## config.mk

```make
export PLATFORM = sky130hd
export DESIGN_NAME = cis_ctrl
export DESIGN_NICKNAME = d
export VERILOG_FILES = /design/src/cis_pkg.sv /design/src/cis_ctrl.sv
export SDC_FILE = /design/constraint.sdc
export NUM_CORES = 1
export LEC_CHECK = 0
export BUFFER_PORTS_ARGS = -buffer_cell sky130_fd_sc_hd__buf_4
export CAP_MARGIN = 10
export CORE_MARGIN = 5
export CORE_UTILIZATION = 30
export CTS_CLUSTER_SIZE = 40
export DETAILED_ROUTE_END_ITERATION = 7
export GPL_TIMING_DRIVEN = 0
export HOLD_SLACK_MARGIN = 0.03
export SYNTH_ARGS = -nofsm -noshare
export SYNTH_HDL_FRONTEND = slang
export SYNTH_SLANG_ARGS = --single-unit
export TNS_END_PERCENT = 10
```

## constraint.sdc

```tcl
create_clock -name clk -period 2 [get_ports clk]
set_input_delay 0.1 -clock clk [delete_from_list [all_inputs] [get_ports clk]]
set_output_delay 0.1 -clock clk [all_outputs]
set_load 0.005 [all_outputs]
```

## src/cis_pkg.sv

```systemverilog
// Shared types, constants and decode functions of the 8-bit processor core.
// Depends on nothing; the controller, the datapath and the top level import it.
package cis_pkg;

    localparam int ADDR_BITS = 16;
    localparam int MEM_DEPTH = 1 << ADDR_BITS;
    localparam logic [47:0] TOTAL_MAX = '1;

    // Request commands.
    localparam logic [1:0] CMD_EXEC   = 2'd0;
    localparam logic [1:0] CMD_MEM_WR = 2'd1;
    localparam logic [1:0] CMD_MEM_RD = 2'd2;

    // Result event kinds.
    localparam logic [1:0] EV_FETCH = 2'd0;
    localparam logic [1:0] EV_READ  = 2'd1;
    localparam logic [1:0] EV_WRITE = 2'd2;
    localparam logic [1:0] EV_NONE  = 2'd3;

    // Result status codes.
    localparam logic [1:0] ST_OK    = 2'd0;
    localparam logic [1:0] ST_HALT  = 2'd1;
    localparam logic [1:0] ST_UNIMP = 2'd2;
    localparam logic [1:0] ST_MEM   = 2'd3;

    // ALU operation codes, taken from opcode bits 5:3.
    localparam logic [2:0] ALU_ADD = 3'd0;
    localparam logic [2:0] ALU_SUB = 3'd2;
    localparam logic [2:0] ALU_XOR = 3'd5;
    localparam logic [2:0] ALU_OR  = 3'd6;
    localparam logic [2:0] ALU_CP  = 3'd7;

    // Register index that selects the byte at HL.
    localparam logic [2:0] IDX_MEM = 3'd6;

    typedef enum logic [3:0] {
        AS_PC1, AS_PC2, AS_HL, AS_A16, AS_A16P, AS_SP, AS_SP1, AS_SPM1, AS_SPM2
    } cis_asel_t;

    typedef enum logic [3:0] {
        WD_NONE, WD_L, WD_H, WD_A, WD_PCH, WD_PCL, WD_IMM, WD_INCDEC, WD_SRC,
        WD_PUSHH, WD_PUSHL
    } cis_wsel_t;

    typedef enum logic [1:0] {DST_LO, DST_HI, DST_DLO, DST_DHI} cis_dst_t;

    typedef struct packed {
        cis_asel_t asel;
        logic      wr;
        cis_wsel_t wsel;
        cis_dst_t  dst;
    } cis_step_t;

    typedef struct packed {
        logic                  impl;
        logic                  halt;
        logic [2:0]            n_acc;
        cis_step_t [3:0]       steps;
    } cis_dec_t;

    typedef enum logic [2:0] {
        S_IDLE, S_MRD, S_DATA, S_NEXT, S_EMIT, S_ACC, S_EXEC, S_FIN
    } cis_state_t;

    // Commands from the controller to the datapath.
    typedef struct packed {
        logic       mem_wr;
        logic       mem_rd;
        logic       fetch;
        logic       acc;
        cis_step_t  step;
        logic       capt;
        logic       exec;
        logic       impl;
        logic       emit;
        logic       last;
        logic [1:0] status;
    } cis_cmd_t;

    // Status from the datapath to the controller.
    typedef struct packed {
        logic [7:0] opcode;
    } cis_stat_t;

    function automatic cis_step_t cis_rd_step(input cis_asel_t asel, input cis_dst_t dst);
        cis_step_t s;
        s.asel = asel;
        s.wr   = 1'b0;
        s.wsel = WD_NONE;
        s.dst  = dst;
        return s;
    endfunction

    function automatic cis_step_t cis_wr_step(input cis_asel_t asel, input cis_wsel_t wsel);
        cis_step_t s;
        s.asel = asel;
        s.wr   = 1'b1;
        s.wsel = wsel;
        s.dst  = DST_LO;
        return s;
    endfunction

    // Lists the bus accesses that follow the opcode fetch, in order.
    function automatic cis_dec_t cis_decode(input logic [7:0] op);
        cis_dec_t   d;
        logic [2:0] idx;
        logic [2:0] src;
        idx = op[5:3];
        src = op[2:0];
        d = '0;
        d.impl = 1'b1;
        case (op)
            8'h00, 8'h23, 8'hEB:
            begin
                d.n_acc = 3'd0;
            end
            8'h01, 8'h11, 8'h21, 8'h31, 8'hC3:
            begin
                d.n_acc    = 3'd2;
                d.steps[0] = cis_rd_step(AS_PC1, DST_LO);
                d.steps[1] = cis_rd_step(AS_PC2, DST_HI);
            end
            8'h10, 8'h18, 8'h20, 8'h28, 8'h30, 8'h38,
            8'hC6, 8'hD6, 8'hEE, 8'hF6, 8'hFE:
            begin
                d.n_acc    = 3'd1;
                d.steps[0] = cis_rd_step(AS_PC1, DST_LO);
            end
            8'h22:
            begin
                d.n_acc    = 3'd4;
                d.steps[0] = cis_rd_step(AS_PC1, DST_LO);
                d.steps[1] = cis_rd_step(AS_PC2, DST_HI);
                d.steps[2] = cis_wr_step(AS_A16, WD_L);
                d.steps[3] = cis_wr_step(AS_A16P, WD_H);
            end
            8'h2A:
            begin
                d.n_acc    = 3'd4;
                d.steps[0] = cis_rd_step(AS_PC1, DST_LO);
                d.steps[1] = cis_rd_step(AS_PC2, DST_HI);
                d.steps[2] = cis_rd_step(AS_A16, DST_DLO);
                d.steps[3] = cis_rd_step(AS_A16P, DST_DHI);
            end
            8'h32:
            begin
                d.n_acc    = 3'd3;
                d.steps[0] = cis_rd_step(AS_PC1, DST_LO);
                d.steps[1] = cis_rd_step(AS_PC2, DST_HI);
                d.steps[2] = cis_wr_step(AS_A16, WD_A);
            end
            8'h3A:
            begin
                d.n_acc    = 3'd3;
                d.steps[0] = cis_rd_step(AS_PC1, DST_LO);
                d.steps[1] = cis_rd_step(AS_PC2, DST_HI);
                d.steps[2] = cis_rd_step(AS_A16, DST_DLO);
            end
            8'h76:
            begin
                d.halt = 1'b1;
            end
            8'hC1, 8'hD1, 8'hE1, 8'hF1, 8'hC9:
            begin
                d.n_acc    = 3'd2;
                d.steps[0] = cis_rd_step(AS_SP, DST_LO);
                d.steps[1] = cis_rd_step(AS_SP1, DST_HI);
            end
            8'hCD:
            begin
                d.n_acc    = 3'd4;
                d.steps[0] = cis_rd_step(AS_PC1, DST_LO);
                d.steps[1] = cis_rd_step(AS_PC2, DST_HI);
                d.steps[2] = cis_wr_step(AS_SPM1, WD_PCH);
                d.steps[3] = cis_wr_step(AS_SPM2, WD_PCL);
            end
            8'hC5, 8'hD5, 8'hE5, 8'hF5:
            begin
                d.n_acc    = 3'd2;
                d.steps[0] = cis_wr_step(AS_SPM1, WD_PUSHH);
                d.steps[1] = cis_wr_step(AS_SPM2, WD_PUSHL);
            end
            default:
            begin
                if (op[7:6] == 2'b00 && src == 3'd6)
                begin
                    d.steps[0] = cis_rd_step(AS_PC1, DST_LO);
                    d.n_acc    = 3'd1;
                    if (idx == IDX_MEM)
                    begin
                        d.steps[1] = cis_wr_step(AS_HL, WD_IMM);
                        d.n_acc    = 3'd2;
                    end
                end
                else if (op[7:6] == 2'b00 && (src inside {3'd4, 3'd5}))
                begin
                    if (idx == IDX_MEM)
                    begin
                        d.n_acc    = 3'd2;
                        d.steps[0] = cis_rd_step(AS_HL, DST_DLO);
                        d.steps[1] = cis_wr_step(AS_HL, WD_INCDEC);
                    end
                end
                else if (op[7:6] == 2'b01)
                begin
                    if (src == IDX_MEM)
                    begin
                        d.steps[0] = cis_rd_step(AS_HL, DST_DLO);
                        d.n_acc    = 3'd1;
                    end
                    if (idx == IDX_MEM)
                    begin
                        d.steps[d.n_acc[1:0]] = cis_wr_step(AS_HL, WD_SRC);
                        d.n_acc = d.n_acc + 3'd1;
                    end
                end
                else if (op[7:6] == 2'b10 && (idx inside {ALU_ADD, ALU_SUB, ALU_XOR,
                                                           ALU_OR, ALU_CP}))
                begin
                    if (src == IDX_MEM)
                    begin
                        d.n_acc    = 3'd1;
                        d.steps[0] = cis_rd_step(AS_HL, DST_DLO);
                    end
                end
                else
                begin
                    d.impl = 1'b0;
                end
            end
        endcase
        return d;
    endfunction

    // Sign, zero and the two copied bits of a result.
    function automatic logic [7:0] cis_szf(input logic [7:0] r);
        return {r[7], (r == 8'd0), r[5], 1'b0, r[3], 3'b000};
    endfunction

    // Returns {flags, result}.
    function automatic logic [15:0] cis_alu(input logic [2:0] kind, input logic [7:0] a,
                                            input logic [7:0] b);
        logic [8:0] s;
        logic [4:0] hs;
        logic [7:0] r;
        logic [7:0] f;
        s  = '0;
        hs = '0;
        r  = a;
        f  = '0;
        case (kind)
            ALU_ADD:
            begin
                s  = {1'b0, a} + {1'b0, b};
                hs = {1'b0, a[3:0]} + {1'b0, b[3:0]};
                r  = s[7:0];
                f  = cis_szf(r);
                f[4] = hs[4];
                f[2] = ~(a[7] ^ b[7]) & (a[7] ^ r[7]);
                f[0] = s[8];
            end
            ALU_SUB, ALU_CP:
            begin
                s  = {1'b0, a} - {1'b0, b};
                r  = s[7:0];
                f  = cis_szf(r);
                f[1] = 1'b1;
                f[4] = a[4] ^ b[4] ^ r[4];
                f[2] = (a[7] ^ b[7]) & (a[7] ^ r[7]);
                f[0] = s[8];
                if (kind == ALU_CP)
                begin
                    r = a;
                end
            end
            ALU_XOR, ALU_OR:
            begin
                r = (kind == ALU_XOR) ? (a ^ b) : (a | b);
                f = cis_szf(r);
                f[2] = ~(^r);
            end
            default:
            begin
                r = a;
            end
        endcase
        return {f, r};
    endfunction

    // Increment or decrement of one byte; returns {flags, result}.
    function automatic logic [15:0] cis_incdec(input logic [7:0] v, input logic dec,
                                               input logic cin);
        logic [7:0] r;
        logic [7:0] f;
        if (dec)
        begin
            r = v - 8'd1;
            f = cis_szf(r);
            f[1] = 1'b1;
            f[4] = (v[3:0] == 4'h0);
            f[2] = (v == 8'h80);
        end
        else
        begin
            r = v + 8'd1;
            f = cis_szf(r);
            f[4] = (v[3:0] == 4'hF);
            f[2] = (v == 8'h7F);
        end
        f[0] = cin;
        return {f, r};
    endfunction

endpackage

```

## src/cis_ctrl.sv

```systemverilog
// Sequencer of the processor core: walks fetch, bus accesses, execute and result.
// Depends on cis_pkg.
module cis_ctrl
    import cis_pkg::*;
(
    input  logic       clk,
    input  logic       rst_n,
    input  logic       in_valid,
    input  logic [1:0] in_command,
    output logic       in_ready,
    input  logic       out_ready,
    output logic       out_valid,
    input  cis_stat_t  stat,
    output cis_cmd_t   cmd
);

    cis_state_t state_reg, state_next;
    logic [2:0] k_reg, k_next;
    logic [1:0] st_reg, st_next;
    logic       out_valid_reg, out_valid_next;
    cis_dec_t   dec;
    logic       out_free;

    always_ff @(posedge clk or negedge rst_n)
    begin
        if (!rst_n)
        begin
            state_reg     <= S_IDLE;
            k_reg         <= '0;
            st_reg        <= ST_OK;
            out_valid_reg <= 1'b0;
        end
        else
        begin
            state_reg     <= state_next;
            k_reg         <= k_next;
            st_reg        <= st_next;
            out_valid_reg <= out_valid_next;
        end
    end

    always_comb
    begin
        dec            = cis_decode(stat.opcode);
        out_free       = !out_valid_reg || out_ready;
        state_next     = state_reg;
        k_next         = k_reg;
        st_next        = st_reg;
        out_valid_next = out_valid_reg && !out_ready;
        cmd            = '0;
        cmd.impl       = dec.impl;
        cmd.step       = dec.steps[k_reg[1:0]];
        cmd.status     = st_reg;
        in_ready       = (state_reg == S_IDLE);
        case (state_reg)
            S_IDLE:
            begin
                if (in_valid)
                begin
                    case (in_command)
                        CMD_EXEC:
                        begin
                            cmd.fetch  = 1'b1;
                            k_next     = '0;
                            state_next = S_DATA;
                        end
                        CMD_MEM_WR:
                        begin
                            cmd.mem_wr = 1'b1;
                            st_next    = ST_MEM;
                            state_next = S_FIN;
                        end
                        CMD_MEM_RD:
                        begin
                            cmd.mem_rd = 1'b1;
                            st_next    = ST_MEM;
                            state_next = S_MRD;
                        end
                        default:
                        begin
                            state_next = S_IDLE;
                        end
                    endcase
                end
            end
            S_MRD:
            begin
                cmd.capt   = 1'b1;
                state_next = S_FIN;
            end
            S_DATA:
            begin
                cmd.capt   = 1'b1;
                state_next = S_NEXT;
            end
            S_NEXT:
            begin
                st_next = !dec.impl ? ST_UNIMP : (dec.halt ? ST_HALT : ST_OK);
                state_next = (k_reg < dec.n_acc) ? S_EMIT : S_EXEC;
            end
            S_EMIT:
            begin
                if (out_free)
                begin
                    cmd.emit       = 1'b1;
                    out_valid_next = 1'b1;
                    state_next     = S_ACC;
                end
            end
            S_ACC:
            begin
                cmd.acc    = 1'b1;
                k_next     = k_reg + 3'd1;
                state_next = S_DATA;
            end
            S_EXEC:
            begin
                cmd.exec   = 1'b1;
                state_next = S_FIN;
            end
            S_FIN:
            begin
                if (out_free)
                begin
                    cmd.emit       = 1'b1;
                    cmd.last       = 1'b1;
                    out_valid_next = 1'b1;
                    state_next     = S_IDLE;
                end
            end
            default:
            begin
                state_next = S_IDLE;
            end
        endcase
    end

    assign out_valid = out_valid_reg;

endmodule

```

==> impl_metrics.tcl, run 1 <==
set metrics [dict create \
    postSynthAreaPerCell_um2 7.19 \
    cp_data_arrival_time_ps 2550 \
    min_period_ps 2450 \
    p_per_area_mw_per_mm2 812 \
    fmax_ghz 0.409 \
    grt_remaining_overflow 0 \
    worstPathRequired_ps 2100 \
    areaGrowthSynthToFinish_pct 28.3 \
    num_rows 26 \
    die_area_mm2 0.00690 \
    synth_area_leader_cell "dfrtp_1" \
    drt_iter0_drc 168 \
    synth-edff-count 0 \
    pre_cts_ws_ps -799 \
    grt_pass1_vias 1737 \
    drc 0 \
    worst_slack_ps -447 \
    antenna_found_initial 0 \
    clk_path_buf_depth 2 \
    vias_per_cell 5.53 \
    rsz0062_at_grt "true" \
    htreeDepth 1 \
    status "finished with violations" \
    instances_no_fill 336 \
    multi_input_area_mm2 0.00129 \
    die_w_um 83.1 \
    synth_warnings 0 \
    path_class "primary input to register" \
    relSlewSlack_pct 55.4 \
    end_kind "register" \
    clock_skew_ps 2.17 \
    setup_tns_ps -447 \
    synth_top_area_share_pct 14.1 \
    cp_cell_sequence "buf_12 > or4_4 > or3_4 > o2111ai_4 > nor2_2 > a311oi_2 > ha_1 > o21a_1 > o31a_1 > o21ai_1 > o31a_1 > a31oi_1" \
    drive_above_1_share_pct 25.2 \
    synthCells 223 \
    syn-num-nets 248 \
    crit_slowest_cell "or4_4" \
    ant_nets 0 \
    route.detailed.wl_per_inst_um 14.8 \
    whs_ps 183 \
    grt_max_degree 11 \
    numCtsBuffers 3 \
    grt_pass1_wl_um 8340 \
    cp_top_family "compound AO/OA/AOI/OAI gates" \
    place_hpwl_um 3860 \
    dp.cells 329 \
    worstMarginPinSlew_ps 663 \
    setup_violations 1 \
    final_nets 292 \
    path_common_cell "o31a_1" \
    fillers 573 \
    start_util_pct 31.2 \
    cts_sinks 9 \
    critPathBufInv 1 \
    vias 1857 \
    critPathLaunchType "primary input" \
    yosys-top-cells-count "27 x nand2_1, 20 x nor2_1, 12 x a21oi_1" \
    cts-root-buf "clkbuf_8" \
    synth_seq_cells 9 \
    ys.flop_type "dfrtp_1" \
    peakVddDrop_mv 0.375 \
    cpPeakStageDelay_ps 530 \
    synthArstFlopShare_pct 100 \
    syn_area_mm2 0.00160 \
    p_leak_uw 0.000902 \
    portBuffers 36 \
    insertedDiodeCount 0 \
    synth_cell_types 62 \
    violations "setup timing" \
    finalCritPeriodShare_pct 122 \
    tritoncts "yes" \
    drt_pass1_iterations 4 \
    cts.clk_slew.worst_paths_ps 50 \
    die_h_um 83.1 \
    cp_max_fo 10 \
    core_mm2 0.00514 \
    synth.area.top_cells "dfrtp_1 14%, ha_1 8.6%, nand2_1 6.3%, nor2_1 4.7%, a21oi_1 3.7%" \
    maxCapViolations 0 \
    io_pins 38 \
    hold_viol 0 \
    place_congestion 0.887 \
    yosysSeqAreaShare_pct 14.1 \
    grt_usage_pct 14.2 \
    register_area_um2 225 \
    wl_um 4970 \
    min_path_type "primary input to register" \
    clk-insertion-delay-late_ps 230 \
    drv_slew 0 \
    yosysMostFrequentCell "nand2_1" \
]
==> routing by layer <==
metal / part of all wire [%] / wire, um / track usage, %
met1: 48 / 2370 / 20.4
met2: 46 / 2270 / 22.1
met3: 5.7 / 282 / 2.08
met4: 0.97 / 48 / 3.71
met5: 0 / 0 / 0
==> placed cells by master, fill, tap and decap left out, types with 4 or more instances in the layout <==
| cell | instances |
|---|---|
| buf_4 | 37 |
| nand2_1 | 27 |
| nor2_1 | 19 |
| a21oi_1 | 12 |
| ha_1 | 11 |
| o21ai_0 | 9 |
| dfrtp_1 | 9 |
| clkbuf_1 | 8 |
| nand3_1 | 8 |
| nor3_1 | 8 |
| and3_1 | 6 |
| o31ai_1 | 6 |
| inv_1 | 5 |
| buf_2 | 5 |
| or2_2 | 5 |
| nand2b_1 | 4 |
| nor2b_1 | 4 |
| o31a_1 | 4 |
| nor4_1 | 4 |
| a31oi_1 | 4 |
==> where the power goes <==
part | internal, uW | switching, uW | leakage [uW] | total, uW
clock network | 136 | 77.2 | 0.0000255 | 213
registers | 278 | 102 | 0.000105 | 380
logic | 493 | 582 | 0.000772 | 1070
total | 907 | 761 | 0.000902 | 1670
==> path summary, 6_finish.rpt <==
| path | startpoint | end | slack [ps] | cells after the start |
|---|---|---|---|---|
| hold / removal | out_ready | state_reg[2]$_DFFE_PN0P_ | 180 | 3 |
| setup / recovery | stat[2] | state_reg[1]$_DFFE_PN0P_ | -450 | 12 |
| min in group asynchronous | rst_n | k_reg[0]$_DFFE_PN0P_ | 230 | 2 |
| setup reg to reg | state_reg[0]$_DFFE_PN0P_ | k_reg[1]$_DFFE_PN0P_ | 310 | 4 |
| hold reg to reg | st_reg[1]$_DFFE_PN0P_ | st_reg[1]$_DFFE_PN0P_ | 510 | 1 |
| max in group asynchronous | rst_n | out_valid$_DFF_PN0_ | 1640 | 2 |
==> logic make-up (layout without fill, tap and decap cells) <==
| family | count (synthesis) | after routing | synth area share (%) |
|---|---|---|---|
| AO/OA/AOI/OAI | 65 | 65 | 31.0 |
| adder cells (fa/ha/maj) | 11 | 11 | 8.59 |
| multiplexers | 1 | 1 | 0.703 |
| AND/OR/NAND/NOR | 111 | 111 | 37.7 |
| flip-flops | 9 | 9 | 14.1 |
| XOR/XNOR | 3 | 3 | 1.64 |
| buffers and inverters | 23 | 66 | 6.32 |
==> per-stage QoR <==
stage                     area [um^2]  util [%]  total power (uW)
after floorplan                  1600         -              1060
after global placement           1960      38.1              1450
after detailed placement         1960      38.1              1450
after CTS                        2050      39.8              1690
after global routing             2060      40.0              1850
final                            2060      40.0              1670
==> timing repair <==
item / in CTS / in global routing
gates resized for setup: 5 / 1
hold endpoints to repair: 9 / 0
hold buffers: 1 / 0
pin swaps: 6 / 1
setup buffers: 2 / 0
setup endpoints to repair: 3 / 4
==> cell type report <==
class                           count  area share [%]
Timing Repair Buffer               39            14.5
Multi-Input combinational cell    191            62.6
Buffer                             16            4.02
Tap cell                           70            4.26
Sequential cell                     9            11.0
Clock inverter                      1           0.243
Clock buffer                        3            2.01
Inverter                            7            1.40
==> tightest hold or removal path, stage by stage <==
cell,delay [ps]
buf_4,80
nand3b_1,100
a31oi_1,90
(Power assumes the default switching activity.)
==> inputs of run 2 (changes only) <==
--- a/config.mk
+++ b/config.mk
@@ -13,6 +13,7 @@
 export DETAILED_ROUTE_END_ITERATION = 7
 export GPL_TIMING_DRIVEN = 0
 export HOLD_SLACK_MARGIN = 0.03
+export PLACE_DENSITY = 0.54
 export SYNTH_ARGS = -nofsm -noshare
 export SYNTH_HDL_FRONTEND = slang
 export SYNTH_SLANG_ARGS = --single-unit
==> impl_metrics.tcl, run 2 (synthesized netlist as in run 1, its figures left out) <==
set metrics [dict create \
    status "finished with violations" \
    violations "setup timing" \
    hold_viol 0 \
    path_common_cell "o31a_1" \
    worstMarginPinSlew_ps 692 \
    core_mm2 0.00514 \
    ant_nets 0 \
    fillers 574 \
    fmax_ghz 0.413 \
    cpPeakStageDelay_ps 530 \
    clock_skew_ps 1.88 \
    postLayoutCoreUtil_pct 40.3 \
    worstPathRequired_ps 2100 \
    htreeDepth 1 \
    power_frac_comb_pct 64.5 \
    grt_pass1_vias 1723 \
    worst_slack_ps -424 \
    grt_usage_pct 14.7 \
    cp_cell_sequence "buf_12 > or4_4 > or3_4 > o2111ai_4 > nor2_2 > a311oi_2 > ha_1 > o21a_1 > o31a_1 > o21ai_1 > o31a_1 > a31oi_1" \
    clk_path_buf_depth 2 \
    setup_tns_ps -424 \
    whs_ps 177 \
    cts.clk_slew.worst_paths_ps 50 \
    wl_um 5140 \
    areaGrowthSynthToFinish_pct 29.3 \
    end_kind "register" \
    io_pins 38 \
    p_int_uw 911 \
    min_period_ps 2420 \
    die_h_um 83.1 \
    drv_slew 0 \
    place_congestion 0.873 \
    grt_remaining_overflow 0 \
    antenna_found_initial 0 \
    rsz0062_at_grt "true" \
    grt_pass1_wl_um 8680 \
    seqPwrFrac_pct 22.8 \
    insertedDiodeCount 0 \
    instances_no_fill 338 \
    cts_sinks 9 \
    rrSetupSlack_ps 280 \
    switchingPower_uw 762 \
    tritoncts "yes" \
    drt_iter0_drc 173 \
    critPathLaunchType "primary input" \
    drive_above_1_share_pct 25.7 \
    final_cell_mix "39 x buf_4, 27 x nand2_1, 19 x nor2_1" \
    drc 0 \
    maxCapViolations 0 \
    relSlewSlack_pct 53.5 \
    crit_slowest_cell "or4_4" \
    dp.cells 329 \
    p_per_area_mw_per_mm2 807 \
    cp_max_fo 10 \
    min_path_type "primary input to register" \
    cts-root-buf "clkbuf_8" \
    path_class "primary input to register" \
    p_leak_uw 0.000911 \
    switching_share_pct 45.6 \
    place_hpwl_um 4000 \
    vias_per_cell 5.48 \
    setup_violations 1 \
    clk-insertion-delay-late_ps 230 \
    num_rows 26 \
    die_area_mm2 0.00690 \
    grt_max_degree 11 \
    start_util_pct 31.2 \
    final_nets 294 \
    die_w_um 83.1 \
    cp_data_arrival_time_ps 2520 \
    power_frac_clock_pct 12.7 \
    portBuffers 36 \
    numCtsBuffers 3 \
    route.detailed.wl_per_inst_um 15.2 \
    peakVddDrop_mv 0.287 \
    layout_commonest_cell "buf_4" \
    vias 1852 \
    drt_pass1_iterations 5 \
    finalCritPeriodShare_pct 121 \
]
-- run 2: power by group through the flow --
stage	Clock [uW]	Sequential (uW)	Combinational, uW
finish	212	382	1080
global route	237	399	1220
CTS	221	384	1080
detailed placement	0	385	1070
global placement	0	390	1070
floorplan	0	359	697
-- run 2: timing repair --
item                                    4_1_cts  5_1_grt
endpoints found under the hold margin         9        0
endpoints found under the setup margin        1        8
resized for setup                             4        3
setup buffers                                 3        1
hold buffers                                  1        0
pin swaps                                     7        1
-- run 2: final timing paths --
kind	end	depth (start not counted)	start
setup / recovery	state_reg[1]$_DFFE_PN0P_	12	stat[2]
hold / removal	out_valid$_DFF_PN0_	3	out_ready
setup reg to reg	k_reg[1]$_DFFE_PN0P_	4	state_reg[0]$_DFFE_PN0P_
hold reg to reg	st_reg[1]$_DFFE_PN0P_	1	st_reg[1]$_DFFE_PN0P_
max in group asynchronous	state_reg[2]$_DFFE_PN0P_	2	rst_n
min in group asynchronous	out_valid$_DFF_PN0_	2	rst_n
-- run 2: per-layer routing --
layer | GRT usage [%] | up-vias | wire [um]
li1 | - | 940 | -
met1 | 22.4 | 858 | 2530
met2 | 22.5 | 54 | 2340
met3 | 2.08 | 0 | 265
met4 | 1.34 | 0 | 0
met5 | 0 | - | 0
-- run 2: critical path: cells and delay by family --
kind                       cells  cell delay, ps
AOI/OAI and AO/OA              7            1060
adders and majority gates      1             270
and+or+nand+nor                3             990
buffers and inverters          1             110
-- run 2: layout make-up --
class	count	area [um^2]	area share, %
sequential	9	225	10.9
inverter	7	28.8	1.39
tap	70	87.6	4.23
multi-input combinational	191	1290	62.2
buffer	16	82.6	3.99
timing repair buffer	41	314	15.2
clock buffer	4	45.0	2.17
-- run 2: stage by stage --
step	cell area [um^2]	power, uW	worst slack (ps)
floorplan	1600	1060	-512
global placement	1960	1460	-823
detailed placement	1960	1450	-809
CTS	2050	1680	-430
global route	2070	1850	-532
finish	2070	1670	-424
==> inputs of run 3 (changes only) <==
--- a/config.mk
+++ b/config.mk
@@ -5,6 +5,7 @@
 export SDC_FILE = /design/constraint.sdc
 export NUM_CORES = 1
 export LEC_CHECK = 0
+export ABC_AREA = 1
 export BUFFER_PORTS_ARGS = -buffer_cell sky130_fd_sc_hd__buf_4
 export CAP_MARGIN = 10
 export CORE_MARGIN = 5
@@ -13,7 +14,7 @@
 export DETAILED_ROUTE_END_ITERATION = 7
 export GPL_TIMING_DRIVEN = 0
 export HOLD_SLACK_MARGIN = 0.03
-export PLACE_DENSITY = 0.54
+export PLACE_DENSITY = 0.53
 export SYNTH_ARGS = -nofsm -noshare
 export SYNTH_HDL_FRONTEND = slang
 export SYNTH_SLANG_ARGS = --single-unit
==> impl_metrics.tcl, run 3 <==
set metrics [dict create \
    status "finished, final reports clean" \
    synth-edff-count 0 \
    critPathLaunchType "primary input" \
    route.detailed.wl_per_inst_um 11.9 \
    portBuffers 36 \
    synth_seq_cells 9 \
    place_hpwl_um 4130 \
    min_period_ps 1850 \
    areaGrowthSynthToFinish_pct 26.6 \
    wl_um 4870 \
    synth_area_leader_cell "nand2_1" \
    cp_data_arrival_time_ps 1750 \
    cts_sinks 9 \
    antenna_found_initial 0 \
    vias 1961 \
    setup_tns_ps 0 \
    fmax_ghz 0.539 \
    start_util_pct 30.4 \
    switchingPower_uw 726 \
    yosysMostFrequentCell "nand2_1" \
    synth_warnings 0 \
    drv_slew 0 \
    num_rows 27 \
    die_w_um 84.3 \
    worstMarginPinSlew_ps 487 \
    hold_viol 0 \
    p_leak_uw 0.00111 \
    peakVddDrop_mv 0.443 \
    place_congestion 0.892 \
    synth_cell_types 35 \
    layout_commonest_cell "nand2_1" \
    post_cts_buffers 0 \
    postLayoutCoreUtil_pct 38.5 \
    ant_nets 0 \
    multi_input_area_mm2 0.00128 \
    p_per_area_mw_per_mm2 742 \
    final_cell_mix "76 x nand2_1, 53 x nor2_1, 38 x buf_4" \
    switching_share_pct 46.7 \
    grt_usage_pct 13.5 \
    htreeDepth 1 \
    die_area_mm2 0.00710 \
    power_frac_clock_pct 13.7 \
    register_area_um2 225 \
    grt_pass1_wl_um 8180 \
    whs_path_depth 4 \
    p_int_uw 829 \
    ys.flop_type "dfrtp_1" \
    whs_ps 180 \
    drive_above_1_share_pct 23.4 \
    path_class "primary input to primary output" \
    end_kind "primary output" \
    synth.area.top_cells "nand2_1 17%, dfrtp_1 14%, nor2_1 12%, ha_1 8.3%, inv_1 7.5%" \
    yosys-top-cells-count "76 x nand2_1, 53 x nor2_1, 33 x inv_1" \
    synthArstFlopShare_pct 100 \
    worstPathRequired_ps 1900 \
    cp_max_fo 5 \
    cts.clk_slew.worst_paths_ps 50 \
    clock_skew_ps 2.18 \
    finalCritPeriodShare_pct 92.7 \
    power_frac_comb_pct 63.8 \
    synthCells 296 \
    worstRegToRegCells 8 \
    cts-root-buf "clkbuf_8" \
    clk_path_buf_depth 2 \
    insertedDiodeCount 0 \
    grt_max_degree 10 \
    rsz0062_at_grt "true" \
    io_pins 38 \
    drc 0 \
    vias_per_cell 4.79 \
    syn-num-nets 321 \
    grt_pass1_vias 1758 \
    numCtsBuffers 3 \
    instances_no_fill 409 \
    yosysSeqAreaShare_pct 13.6 \
    die_h_um 84.3 \
    min_path_type "primary input to register" \
    seqPwrFrac_pct 22.4 \
    relSlewSlack_pct 66.7 \
    drt_iter0_drc 103 \
    clk-insertion-delay-late_ps 230 \
    tritoncts "yes" \
    dp.cells 404 \
    setup_violations 0 \
    final_nets 363 \
    postSynthAreaPerCell_um2 5.59 \
    maxCapViolations 0 \
    core_mm2 0.00544 \
    synth_top_area_share_pct 17.2 \
    grt_remaining_overflow 0 \
    drt_pass1_iterations 4 \
    fillers 632 \
    syn_area_mm2 0.00166 \
]
run 3: cell types whose count changed after synthesis, moves of 6 or more:
cell and change:
clkbuf_1 -7, nand3_1 +14, nor2_1 +33, nand2_1 +49, o21ai_0 +6, inv_2 +8, o31ai_1 -6, nor2_2 +9
nand2_2 +9, inv_1 +28, and3_1 -6
run 3: worst paths after layout:
path | start | endpoint | slack (ps)
worst max-delay path | stat[6] | cmd[13] | 150
worst min-delay path | out_ready | out_valid$_DFF_PN0_ | 180
worst max register to register | state_reg[1]$_DFFE_PN0P_ | k_reg[1]$_DFFE_PN0P_ | 490
worst min register to register | k_reg[2]$_DFFE_PN0P_ | k_reg[2]$_DFFE_PN0P_ | 550
max in group asynchronous | rst_n | st_reg[0]$_DFFE_PN0P_ | 1640
min in group asynchronous | rst_n | k_reg[2]$_DFFE_PN0P_ | 220
run 3: power by group through the flow:
stage	sequential [uW]	combinational (uW)	clock, uW
2_1_floorplan	337	639	0
3_3_place_gp	353	986	0
3_5_place_dp	353	976	0
4_1_cts	350	987	217
5_1_grt	364	1150	233
6_report	349	992	214
run 3: layout make-up:
type | instances | area share (%)
clock buffer | 4 | 2.15
buffer | 4 | 1.13
multi-input combinational | 242 | 61.0
inverter | 41 | 7.34
sequential | 9 | 10.7
timing repair buffer | 37 | 13.4
tap | 72 | 4.30
run 3: cells by family after synthesis:
logic type | count (synthesis) | share of synthesized area (%)
flip-flops | 9 | 13.6
buffers and inverters | 45 | 10.7
XOR/XNOR | 1 | 0.529
adder cells (fa/ha/maj) | 11 | 8.31
AND/OR/NAND/NOR | 190 | 52.0
AO/OA/AOI/OAI | 40 | 14.8
run 3: repair_timing:
action,in CTS,in global routing
hold endpoints to repair,9,0
gates resized for setup,1,4
hold buffers,1,0
endpoints found under the setup margin,2,3
run 3: per-layer routing:
metal	vias up	share of wire [%]	global-route usage, %
met3	4	4.5	1.67
met4	0	0.64	2.19
li1	1040	-	-
met2	47	42	19.9
met1	870	53	20.9
met5	-	0	0
run 3: stage by stage:
stage	setup slack (ps)	area (um^2)	power [uW]
after CTS	94.6	2080	1550
after global placement	-366	2020	1340
final	146	2100	1550
after global routing	-40.4	2100	1740
after floorplan	156	1660	976
after detailed placement	-305	2020	1330
run 3: worst max-delay path, stage by stage:
cell	delay (ps)
buf_4	130
inv_1	120
nand2_4	110
nor2_4	140
inv_1	80
a22oi_1	280
nor2_2	100
nand3_4	100
inv_2	70
nand4_1	100
nand2_1	80
nor3_2	190
nor2_2	40
buf_4	130
